[src/ent_pkg.sv]
// shared types, codes and helpers for the envelope node table
package ent_pkg;

    localparam int MAX_NODES_DEF = 32;

    localparam logic [7:0]  MARK_NONE = 8'hFF;
    localparam logic [6:0]  Y_LIMIT   = 7'd64;
    localparam logic [6:0]  PRESET_Y  = 7'd32;
    localparam logic [15:0] PRESET_X0 = 16'd0;
    localparam logic [15:0] PRESET_X1 = 16'd50;
    localparam logic [15:0] X_MAX     = 16'hFFFF;

    typedef enum logic [2:0] {
        KIND_INSERT     = 3'd0,
        KIND_DELETE     = 3'd1,
        KIND_MOVE       = 3'd2,
        KIND_PRESET     = 3'd3,
        KIND_CLEAR      = 3'd4,
        KIND_READ       = 3'd5,
        KIND_SET_MARKER = 3'd6
    } kind_t;

    typedef enum logic [1:0] {
        ST_DONE    = 2'd0,
        ST_FULL    = 2'd1,
        ST_IGNORED = 2'd2
    } stat_t;

    typedef struct packed {
        kind_t       kind;
        logic [15:0] node_x;
        logic [7:0]  node_y;
        logic [4:0]  node_index;
        logic [1:0]  marker_select;
        logic [7:0]  marker_value;
    } req_t;

    typedef struct packed {
        stat_t       status;
        logic [4:0]  result_index;
        logic [5:0]  nodes_used;
        logic [15:0] out_x;
        logic [6:0]  out_y;
        logic        enabled;
    } rsp_t;

    typedef struct packed {
        logic [15:0] x;
        logic [6:0]  y;
    } node_t;

    function automatic logic [6:0] clamp_y(input logic [7:0] y);
        clamp_y = (y > {1'b0, Y_LIMIT}) ? Y_LIMIT : y[6:0];
    endfunction

    function automatic rsp_t pack_rsp(input stat_t s, input logic [4:0] ri,
                                      input logic [5:0] nc, input logic [15:0] x,
                                      input logic [6:0] y, input logic en);
        rsp_t r;
        r.status       = s;
        r.result_index = ri;
        r.nodes_used   = nc;
        r.out_x        = x;
        r.out_y        = y;
        r.enabled      = en;
        pack_rsp = r;
    endfunction

endpackage

[src/ent_ram.sv]
// generic single write port, single read port ram with registered read
module ent_ram #(
    parameter int WIDTH = 8,
    parameter int DEPTH = 32
) (
    input  logic                     clk,
    input  logic                     wr_en,
    input  logic [$clog2(DEPTH)-1:0] wr_addr,
    input  logic [WIDTH-1:0]         wr_data,
    input  logic [$clog2(DEPTH)-1:0] rd_addr,
    output logic [WIDTH-1:0]         rd_data
);

    logic [WIDTH-1:0] mem [DEPTH];

    always_ff @(posedge clk)
    begin
        if (wr_en)
        begin
            mem[wr_addr] <= wr_data;
        end
        rd_data <= mem[rd_addr];
    end

endmodule

[src/envelope_node_table.sv]
// envelope node table: x-sorted node list with marker indices, one request at a time
// clear, rejected requests and set marker on an empty table are answered straight from idle;
//   read and set marker read one node, preset writes two nodes; move reads the neighbours it has;
//   delete shifts each entry above the index down; insert searches, then shifts entries up
// all table traffic goes through one ram read port and one write port; each shifted entry is read, then written
// busy is high until the strobe cycle, in which the next request can be taken; no result stall
// reset: count 0, markers none, enable low; node storage is not cleared (entries beyond count unused)
module envelope_node_table
    import ent_pkg::*;
#(
    parameter int MAX_NODES = MAX_NODES_DEF
) (
    input  logic clk,
    input  logic rst_n,
    input  logic start,
    output logic busy,
    input  req_t cmd,
    output logic done,
    output rsp_t result
);

    localparam int CW = $clog2(MAX_NODES + 1);
    localparam int AW = $clog2(MAX_NODES);
    localparam int WW = (CW > 5) ? CW : 5;
    localparam int NW = $bits(node_t);

    typedef enum logic [4:0] {
        S_IDLE,
        S_INS_RD,
        S_INS_CMP,
        S_SHR_RD,
        S_SHR_WR,
        S_INS_WR,
        S_DEL_RD,
        S_DEL_WR,
        S_MOV_RDLO,
        S_MOV_LO,
        S_MOV_RDHI,
        S_MOV_HI,
        S_MOV_WR,
        S_PRE_WR0,
        S_PRE_WR1,
        S_READ_RD,
        S_READ_OUT
    } state_t;

    state_t        state_reg;
    req_t          req_reg;
    logic [CW-1:0] count_reg;
    logic [CW-1:0] ptr_reg;
    logic [CW-1:0] ridx_reg;
    logic [7:0]    markers_reg [4];
    logic          enable_reg;
    logic [15:0]   lo_reg;
    logic [15:0]   hi_reg;
    logic [15:0]   hold_x_reg;
    logic [6:0]    hold_y_reg;
    logic          done_reg;
    rsp_t          result_reg;

    logic          ram_we;
    logic [AW-1:0] ram_waddr;
    logic [AW-1:0] ram_raddr;
    node_t         ram_wdata;
    logic [NW-1:0] ram_rdata;
    node_t         rd_node;

    logic          idx_ok;
    logic [15:0]   mov_lo_x;
    logic [15:0]   mov_x;
    logic [6:0]    req_y;
    logic [CW-1:0] ptr_inc;
    logic [CW-1:0] ptr_dec;
    logic [CW-1:0] req_idx;

    assign rd_node  = ram_rdata;
    assign idx_ok   = WW'(cmd.node_index) < WW'(count_reg);
    assign req_y    = clamp_y(req_reg.node_y);
    assign ptr_inc  = ptr_reg + 1'b1;
    assign ptr_dec  = ptr_reg - 1'b1;
    assign req_idx  = CW'(req_reg.node_index);
    // low bound first, then high bound
    assign mov_lo_x = (req_reg.node_x < lo_reg) ? lo_reg : req_reg.node_x;
    assign mov_x    = (mov_lo_x > hi_reg) ? hi_reg : mov_lo_x;

    ent_ram #(
        .WIDTH (NW),
        .DEPTH (MAX_NODES)
    ) u_node_ram (
        .clk     (clk),
        .wr_en   (ram_we),
        .wr_addr (ram_waddr),
        .wr_data (ram_wdata),
        .rd_addr (ram_raddr),
        .rd_data (ram_rdata)
    );

    always_comb
    begin
        ram_we    = 1'b0;
        ram_waddr = AW'(ptr_reg);
        ram_raddr = AW'(ptr_reg);
        ram_wdata = rd_node;
        case (state_reg)
            S_SHR_RD:   ram_raddr = AW'(ptr_dec);
            S_SHR_WR:   ram_we = 1'b1;
            S_INS_WR:
            begin
                ram_we    = 1'b1;
                ram_waddr = AW'(ridx_reg);
                ram_wdata = '{x: req_reg.node_x, y: req_y};
            end
            S_DEL_RD:   ram_raddr = AW'(ptr_inc);
            S_DEL_WR:   ram_we = 1'b1;
            S_MOV_RDLO: ram_raddr = AW'(ptr_dec);
            S_MOV_RDHI: ram_raddr = AW'(ptr_inc);
            S_MOV_WR:
            begin
                ram_we    = 1'b1;
                ram_wdata = '{x: mov_x, y: req_y};
            end
            S_PRE_WR0:
            begin
                ram_we    = 1'b1;
                ram_waddr = '0;
                ram_wdata = '{x: PRESET_X0, y: PRESET_Y};
            end
            S_PRE_WR1:
            begin
                ram_we    = 1'b1;
                ram_waddr = AW'(1);
                ram_wdata = '{x: PRESET_X1, y: PRESET_Y};
            end
            default: ;
        endcase
    end

    always_ff @(posedge clk or negedge rst_n)
    begin
        if (!rst_n)
        begin
            state_reg  <= S_IDLE;
            req_reg    <= '0;
            count_reg  <= '0;
            ptr_reg    <= '0;
            ridx_reg   <= '0;
            for (int m = 0; m < 4; m++)
            begin
                markers_reg[m] <= MARK_NONE;
            end
            enable_reg <= 1'b0;
            lo_reg     <= '0;
            hi_reg     <= X_MAX;
            hold_x_reg <= '0;
            hold_y_reg <= '0;
            done_reg   <= 1'b0;
            result_reg <= '0;
        end
        else
        begin
            done_reg <= 1'b0;
            case (state_reg)
                S_IDLE:
                begin
                    if (start)
                    begin
                        req_reg    <= cmd;
                        ridx_reg   <= (cmd.kind == KIND_READ) ? CW'(cmd.node_index) : '0;
                        // insert searches from node 0, set marker reports node 0
                        ptr_reg    <= (cmd.kind == KIND_INSERT || cmd.kind == KIND_SET_MARKER) ?
                                      '0 : CW'(cmd.node_index);
                        lo_reg     <= '0;
                        hi_reg     <= X_MAX;
                        hold_x_reg <= '0;
                        hold_y_reg <= '0;
                        case (cmd.kind)
                            KIND_INSERT:
                            begin
                                if (count_reg >= CW'(MAX_NODES))
                                begin
                                    result_reg <= pack_rsp(ST_FULL, '0, 6'(count_reg),
                                                           '0, '0, enable_reg);
                                    done_reg   <= 1'b1;
                                end
                                else
                                begin
                                    state_reg <= S_INS_RD;
                                end
                            end
                            KIND_DELETE:
                            begin
                                if (count_reg <= CW'(1) || !idx_ok)
                                begin
                                    result_reg <= pack_rsp(ST_IGNORED, cmd.node_index,
                                                           6'(count_reg), '0, '0, enable_reg);
                                    done_reg   <= 1'b1;
                                end
                                else
                                begin
                                    state_reg <= S_DEL_RD;
                                end
                            end
                            KIND_MOVE:
                            begin
                                if (!idx_ok)
                                begin
                                    result_reg <= pack_rsp(ST_IGNORED, cmd.node_index,
                                                           6'(count_reg), '0, '0, enable_reg);
                                    done_reg   <= 1'b1;
                                end
                                else
                                begin
                                    state_reg <= S_MOV_RDLO;
                                end
                            end
                            KIND_PRESET:
                            begin
                                if (count_reg != '0)
                                begin
                                    result_reg <= pack_rsp(ST_IGNORED, '0, 6'(count_reg),
                                                           '0, '0, enable_reg);
                                    done_reg   <= 1'b1;
                                end
                                else
                                begin
                                    state_reg <= S_PRE_WR0;
                                end
                            end
                            KIND_CLEAR:
                            begin
                                count_reg  <= '0;
                                enable_reg <= 1'b0;
                                result_reg <= pack_rsp(ST_DONE, '0, '0, '0, '0, 1'b0);
                                done_reg   <= 1'b1;
                            end
                            KIND_READ:
                            begin
                                if (!idx_ok)
                                begin
                                    result_reg <= pack_rsp(ST_IGNORED, cmd.node_index,
                                                           6'(count_reg), '0, '0, enable_reg);
                                    done_reg   <= 1'b1;
                                end
                                else
                                begin
                                    state_reg <= S_READ_RD;
                                end
                            end
                            KIND_SET_MARKER:
                            begin
                                markers_reg[cmd.marker_select] <= cmd.marker_value;
                                // result reports node 0 when the table has one
                                if (count_reg == '0)
                                begin
                                    result_reg <= pack_rsp(ST_DONE, '0, '0, '0, '0, enable_reg);
                                    done_reg   <= 1'b1;
                                end
                                else
                                begin
                                    state_reg <= S_READ_RD;
                                end
                            end
                            default:
                            begin
                                result_reg <= pack_rsp(ST_IGNORED, '0, 6'(count_reg),
                                                       '0, '0, enable_reg);
                                done_reg   <= 1'b1;
                            end
                        endcase
                    end
                end
                // forward search for the first node with x not below the new x
                S_INS_RD:
                begin
                    if (ptr_reg == count_reg)
                    begin
                        ridx_reg  <= ptr_reg;
                        state_reg <= S_SHR_RD;
                    end
                    else
                    begin
                        state_reg <= S_INS_CMP;
                    end
                end
                S_INS_CMP:
                begin
                    if (rd_node.x < req_reg.node_x)
                    begin
                        ptr_reg   <= ptr_inc;
                        state_reg <= S_INS_RD;
                    end
                    else
                    begin
                        ridx_reg  <= ptr_reg;
                        ptr_reg   <= count_reg;
                        state_reg <= S_SHR_RD;
                    end
                end
                // shift right from the top down to the insert place
                S_SHR_RD:
                begin
                    state_reg <= (ptr_reg == ridx_reg) ? S_INS_WR : S_SHR_WR;
                end
                S_SHR_WR:
                begin
                    ptr_reg   <= ptr_dec;
                    state_reg <= S_SHR_RD;
                end
                S_INS_WR:
                begin
                    count_reg <= count_reg + 1'b1;
                    for (int m = 0; m < 4; m++)
                    begin
                        if (markers_reg[m] != MARK_NONE && markers_reg[m] >= 8'(ridx_reg))
                        begin
                            markers_reg[m] <= markers_reg[m] + 8'd1;
                        end
                    end
                    result_reg <= pack_rsp(ST_DONE, 5'(ridx_reg), 6'(count_reg + 1'b1),
                                           req_reg.node_x, req_y, enable_reg);
                    done_reg   <= 1'b1;
                    state_reg  <= S_IDLE;
                end
                // shift left from the deleted place up to the top
                S_DEL_RD:
                begin
                    if (ptr_inc == count_reg)
                    begin
                        count_reg <= count_reg - 1'b1;
                        for (int m = 0; m < 4; m++)
                        begin
                            if (markers_reg[m] != MARK_NONE)
                            begin
                                if (markers_reg[m] == 8'(req_reg.node_index))
                                begin
                                    markers_reg[m] <= MARK_NONE;
                                end
                                else if (markers_reg[m] > 8'(req_reg.node_index))
                                begin
                                    markers_reg[m] <= markers_reg[m] - 8'd1;
                                end
                            end
                        end
                        result_reg <= pack_rsp(ST_DONE, req_reg.node_index,
                                               6'(count_reg - 1'b1), hold_x_reg, hold_y_reg,
                                               enable_reg);
                        done_reg   <= 1'b1;
                        state_reg  <= S_IDLE;
                    end
                    else
                    begin
                        state_reg <= S_DEL_WR;
                    end
                end
                S_DEL_WR:
                begin
                    if (ptr_reg == req_idx)
                    begin
                        hold_x_reg <= rd_node.x;
                        hold_y_reg <= rd_node.y;
                    end
                    ptr_reg   <= ptr_inc;
                    state_reg <= S_DEL_RD;
                end
                S_MOV_RDLO:
                begin
                    state_reg <= (ptr_reg != '0) ? S_MOV_LO : S_MOV_RDHI;
                end
                S_MOV_LO:
                begin
                    lo_reg    <= rd_node.x + 16'd1;
                    state_reg <= S_MOV_RDHI;
                end
                S_MOV_RDHI:
                begin
                    state_reg <= (ptr_inc < count_reg) ? S_MOV_HI : S_MOV_WR;
                end
                S_MOV_HI:
                begin
                    hi_reg    <= rd_node.x - 16'd1;
                    state_reg <= S_MOV_WR;
                end
                S_MOV_WR:
                begin
                    result_reg <= pack_rsp(ST_DONE, req_reg.node_index, 6'(count_reg),
                                           mov_x, req_y, enable_reg);
                    done_reg   <= 1'b1;
                    state_reg  <= S_IDLE;
                end
                S_PRE_WR0:
                begin
                    state_reg <= S_PRE_WR1;
                end
                S_PRE_WR1:
                begin
                    count_reg  <= CW'(2);
                    enable_reg <= 1'b1;
                    for (int m = 0; m < 4; m++)
                    begin
                        markers_reg[m] <= MARK_NONE;
                    end
                    result_reg <= pack_rsp(ST_DONE, '0, 6'd2, PRESET_X0, PRESET_Y, 1'b1);
                    done_reg   <= 1'b1;
                    state_reg  <= S_IDLE;
                end
                // ram read data is registered: it is valid in the cycle after the address
                S_READ_RD:
                begin
                    state_reg <= S_READ_OUT;
                end
                S_READ_OUT:
                begin
                    result_reg <= pack_rsp(ST_DONE, 5'(ridx_reg), 6'(count_reg),
                                           rd_node.x, rd_node.y, enable_reg);
                    done_reg   <= 1'b1;
                    state_reg  <= S_IDLE;
                end
                default:
                begin
                    state_reg <= S_IDLE;
                end
            endcase
        end
    end

    assign busy   = (state_reg != S_IDLE);
    assign done   = done_reg;
    assign result = result_reg;

    a_accept_progress: assert property (@(posedge clk) disable iff (!rst_n)
        start && !busy |=> done || busy)
        else $error("accepted request neither finished nor in progress");

    a_count_bound: assert property (@(posedge clk) disable iff (!rst_n)
        count_reg <= CW'(MAX_NODES))
        else $error("node count above table size");

    a_enable_count: assert property (@(posedge clk) disable iff (!rst_n)
        enable_reg |-> count_reg != '0)
        else $error("envelope enabled with empty table");

    a_fail_zero: assert property (@(posedge clk) disable iff (!rst_n)
        done && result.status != ST_DONE |-> result.out_x == '0 && result.out_y == '0)
        else $error("failed request reports node data");

    a_full_count: assert property (@(posedge clk) disable iff (!rst_n)
        done && result.status == ST_FULL |-> count_reg == CW'(MAX_NODES))
        else $error("table full reported below table size");

endmodule
[config.mk]
export PLATFORM = sky130hd
export DESIGN_NAME = envelope_node_table
export DESIGN_NICKNAME = d
export VERILOG_FILES = /design/src/ent_pkg.sv /design/src/ent_ram.sv /design/src/envelope_node_table.sv
export SDC_FILE = /design/constraint.sdc
export NUM_CORES = 2
export LEC_CHECK = 0
export BUFFER_PORTS_ARGS = -buffer_cell sky130_fd_sc_hd__buf_2
export CORE_AREA = 5 5 219 380
export CTS_BUF_LIST = sky130_fd_sc_hd__clkbuf_16
export DETAILED_ROUTE_END_ITERATION = 10
export DIE_AREA = 0 0 224 385
export PLACE_DENSITY = 0.65
export SETUP_SLACK_MARGIN = 0.5
export SLEW_MARGIN = 20
export SYNTH_ARGS = -nofsm -noshare
export SYNTH_HDL_FRONTEND = slang
export SYNTH_HIERARCHICAL = 1
export SYNTH_SLANG_ARGS = --single-unit
[constraint.sdc]
create_clock -name clk -period 10.23 [get_ports clk]
set_input_delay 1.5345 -clock clk [delete_from_list [all_inputs] [get_ports clk]]
set_output_delay 1.5345 -clock clk [all_outputs]
set_load 0.05 [all_outputs]
Word level (Yosys, flattened, before mapping) --
Memory sizes are Yosys's and may differ from the RTL's. A register that Yosys moved wholly into a read port is not among the register bits. Index checks and enable logic that the tools add are counted.
Operators by class: add/sub/neg operators 6, $lt $le $gt $ge 8, equal/unequal tests 44, mux-type cells 67, reductions and logical operators 32
Operator list (number):
- $pmux W37 S6 | 2
- $mux W37 | 7
- $pmux W16 S2 | 3
- $pmux W23 S4 | 1
- $mux W16 | 5
- $pmux W5 S13 | 1
- $mux W6 | 8
- $pmux W6 S4 | 2
- $mux W5 | 9
- $eq A5 B4 Y1 const B | 8
- $ne A3 B3 Y1 const B | 11
- $lt A16 B16 Y1 | 2
- $pmux W5 S6 | 1
- $mux W7 | 3
- $eq A5 B3 Y1 const B | 4
- $eq A6 B6 Y1 | 3
- $pmux W6 S3 | 1
- $reduce_bool A6 Y1 | 3
- $add A16 B1 Y16 const B | 1
- $gt A16 B16 Y1 | 1
- $reduce_and A8 Y1 | 2
- $sub A16 B1 Y16 const B | 1
- $pmux W5 S3 | 1
- $mux W1 | 14
- other kinds (39) | 63
Storage, ports and cells: register bits 146, bits in writable memories 736, input bits 45, output and inout bits 39, word-level logic and storage cells 177, memories kept 1
Memory list:
- u_node_ram.mem | depth 32, width 23, read ports 1, clocked after memory_dff 1, wr ports 1, line ent_ram.sv:14 | logic [WIDTH-1:0] mem [DEPTH];

Depth between registers and ports, before layout --
depth in word-level cells 7, mapped depth 19, depth with buffers taken out 16

By module --
The synthesis kept the hierarchy.
By module, submodules not included:
- ent_ram | instances 1, cells an instance 1619, area an instance 29243.0 µm², sequential area each 22561.6 µm²
- envelope_node_table | instances 1, cells an instance 1198, area an instance 10158.5 µm², sequential area each 3673.5 µm²

Worst setup path after synthesis --
OpenSTA, ideal clock, no wires.
kind register -> register, start register req_reg[25] in the netlist's numbering, end memory u_node_ram/mem[0][11] in the netlist's numbering, data pin, library setup time 0.487 ns, arrival time 4.089 ns, required time 9.743 ns, path slack 5.655 ns, stages on the path, launching flop included 18, buffers on the path 2, period minus slack after synthesis 4.575 ns, cell sequence dfrtp_1 -> ha_1 -> a211o_1 -> a31oi_1 -> o221ai_1 -> a211o_1 -> buf_6 -> buf_12 -> mux2i_4 -> inv_1 -> ha_1 -> nand4_1 -> nor4_1 -> a21boi_0 -> o31a_1 -> a21o_1 -> o21bai_1 -> nand4_1
RTL lines:
- start, declared | line envelope_node_table.sv:48 | req_t req_reg;
- start signal, assigned | line envelope_node_table.sv:167 | req_reg <= cmd;
- end, declared | line ent_ram.sv:14

==> impl_metrics.ini <==
[outcome]
status = completed

[setup_path]
cp-end-kind = register
r2r_start = req_reg[30]$_DFFE_PN0P_
worstPathArrival_ps = 6580
cpLargestDelayFamily = compound AO/OA/AOI/OAI gates
cp.buffers_inverters = 2
worst-path-max-fanout = 32
crit_chain = ha_1 > nand2_1 > or3_1 > o221ai_1 > a211o_2 > mux2i_1 > inv_1 > ha_1 > nand4_1 > nor4_1 > a21boi_0 > o31ai_2 > buf_4 > a211oi_1 > a221o_1
critPathSlowestCell = a221o_1
reg2reg_slack_ps = 3950
worst_path_most_repeated_cell = ha_1
cp_data_required_time_ps = 10530
reg2reg_to = u_node_ram/mem[0][13]$_DFFE_PP_
crit_type = reg2reg
cpPeakStageDelay_ps = 870
r2r_cells = 15
startpoint_type = register

[timing]
hold_viol = 0
tightest_slew_ps = 1090
period_needed_ps = 6280
max_slew_margin = 0.269
setup_tns_ps = 0
finClkSkew_ps = 27.7
fin_crit_sh = 0.614
timing.hold.ws_ps = 488
slew_viol_final = 0
finalSetupViolations = 0
fmax_mhz = 159
rsz0062_at_grt = false

[placed_design]
numPortBuffers = 73
dp_hpwl_um = 63900
routabilityCongestion = 0.890
place_area_mm2 = 0.0407

[die]
fp.dieW_um = 224
rows = 137
die_h_um = 385
die_area_mm2 = 0.0862
core_area_mm2 = 0.0797
pin_count = 84
start_util = 0.494

[min_path]
worstHoldStart = u_node_ram/rd_data[2]$_DFF_P_
hp-class = reg2reg
worstHoldEndpoint = hold_y_reg[2]$_DFFE_PN0P_
min_path_cells = 2

[grt]
grt_overflow = 0
antenna_found_initial = 0
grt_pass1_vias = 24900
grt_pass1_wl_um = 152000
track_usage = 0.231
grt_max_degree = 131

[finish]
finalNetCount = 2961
antenna_cells = 0
largest_reg_flops = 736
final_layout_size_suffix_gt1_frac = 0.122
finish.utilization = 0.543
n_fill_cell = 6519
regArea_mm2 = 0.0262
finalInstanceArea_mm2 = 0.0433
multi_input_area_mm2 = 0.0120
areaGrowthSynthToFinish_pct = 9.93

[synth]
synth_top_family_by_area = multiplexers
synth.avg_cell_area_um2 = 14.0
syn_nets = 2926
synth_commonest_cells = edfxtp_1, mux2i_1, nand2_1
syn_inst = 2817
ys_warn_count = 6
async_flop_share = 0.161
synth_area_mm2 = 0.0394
yosys.cell_types.count = 78
yosys.area_share.xor_xnor = 0.0124
synth-simple-area-share = 0.0707
synth.area.top_cells = edfxtp_1, mux2i_1, dfrtp_1
yosysTopAreaCellShare = 0.561
yosysTopAreaCell = edfxtp_1
synth_compound_area_frac = 0.0953
synthFlopType = edfxtp_1
synth.area.mux_share = 0.101
ys_seq_area_frac = 0.666
ys_seq_elements = 905
yosysMostFrequentCell = edfxtp_1
synth-edff-count = 736
yosys.area_share.adder = 0.0203

[flow_run]
drv_cap = 0

[drt]
wl_um = 101000
drt_iter0_drc = 2032
firstDrtPassIters = 7
ant_nets = 0
drc = 0
vias = 24100
vias_per_cell = 6.11
post_drt_wl_per_cell_um = 25.6

[clock_network]
h-tree-depth = 3
clk_latency_ps = 660
clk_pin_slew_worst_paths_ps = 70
cts_resized = 0
cts-root-buf = clkbuf_16
cts_hold_buf = 0
clock_sinks = 905
post_cts_buffers = 0
cts_inserted_buffers = 79
cts_max_path_buffers = 3
tritoncts = yes

[pwr]
p_leak_nw = 15.8
power.density_mw_per_mm2 = 360
vdd_drop_max_mv = 0.372
finalPower_w = 0.0156
-- power breakdown --
part | leakage [nW] | switching (W) | internal [W]
sequential | 8.70 | 0.000426 | 0.00506
clock | 1.32 | 0.00131 | 0.00172
combinational | 5.80 | 0.00466 | 0.00243
-- worst register-to-register path, delay by kind of cell, from the launching register on --
kind	cells	cell delay, ps
compound gates	6	2900
fa+ha+maj	2	650
buf+inv	2	320
flops	1	430
mux	1	340
simple gates	4	1280
-- per-stage QoR --
| stage | cells | worst slack, ps |
|---|---|---|
| 2_1_floorplan | 2817 | 5650 |
| 3_3_place_gp | 3812 | 3490 |
| 3_5_place_dp | 3812 | 3610 |
| 4_1_cts | 3948 | 3570 |
| 5_1_grt | 3949 | 3810 |
| 6_report | 3949 | 3950 |
-- metal layers --
metal / up-vias / global-route usage / routed length (um)
li1: 10800 / - / -
met1: 12200 / 0.259 / 36700
met2: 818 / 0.432 / 54600
met3: 269 / 0.0321 / 5020
met4: 0 / 0.106 / 4630
met5: - / 0 / 0
-- layout by cell type (no fill, tap or decap), types with 18 or more instances in the layout --
cell type | Yosys | routed
nor2_2 | 0 | 34
nand4_1 | 38 | 38
dfxtp_1 | 23 | 23
a22oi_1 | 112 | 112
xor2_1 | 22 | 22
mux2i_1 | 382 | 382
buf_2 | 43 | 72
nor2_1 | 122 | 86
nor3_1 | 49 | 49
xnor2_1 | 34 | 32
nand2_1 | 205 | 205
a22o_1 | 58 | 56
ha_1 | 64 | 64
dfrtp_1 | 130 | 130
clkbuf_16 | 0 | 83
a31oi_1 | 39 | 39
inv_1 | 83 | 98
o21ai_0 | 74 | 73
edfxtp_1 | 736 | 736
o22ai_1 | 18 | 18
buf_4 | 29 | 62
nand3_1 | 107 | 103
a21oi_1 | 106 | 106
-- worst max path at each step --
| stage | end | slack [ps] | start | cells past startpoint |
|---|---|---|---|---|
| after floorplan | u_node_ram/mem[0][11]$_DFFE_PP_ | 5650 | req_reg[25]$_DFFE_PN0P_ | 17 |
| after global placement | u_node_ram/mem[6][11]$_DFFE_PP_ | 3490 | req_reg[26]$_DFFE_PN0P_ | 15 |
| after detailed placement | u_node_ram/mem[0][11]$_DFFE_PP_ | 3610 | req_reg[30]$_DFFE_PN0P_ | 15 |
| after CTS | u_node_ram/mem[31][11]$_DFFE_PP_ | 3570 | req_reg[30]$_DFFE_PN0P_ | 15 |
| after global routing | u_node_ram/mem[4][13]$_DFFE_PP_ | 3810 | req_reg[30]$_DFFE_PN0P_ | 15 |
| final | u_node_ram/mem[0][13]$_DFFE_PP_ | 3950 | req_reg[30]$_DFFE_PN0P_ | 15 |
-- area by class of cell --
type | count | share of cell area
Multi-Input combinational cell | 1645 | 0.277
Clock inverter | 53 | 0.0120
Inverter | 84 | 0.00734
Timing Repair Buffer | 137 | 0.0200
Sequential cell | 905 | 0.606
Tap cell | 1042 | 0.0301
Clock buffer | 83 | 0.0480
-- kinds of logic (layout without fill, tap and decap cells) --
logic type / Yosys count / in the layout
DFF: 905 / 905
and+or+nand+nor: 597 / 597
AOI/OAI and AO/OA: 535 / 535
muxes: 393 / 393
buffers and inverters: 267 / 357
adders and majority gates: 64 / 64
xor gates and xnor gates: 56 / 56
(Power assumes the default switching activity.)
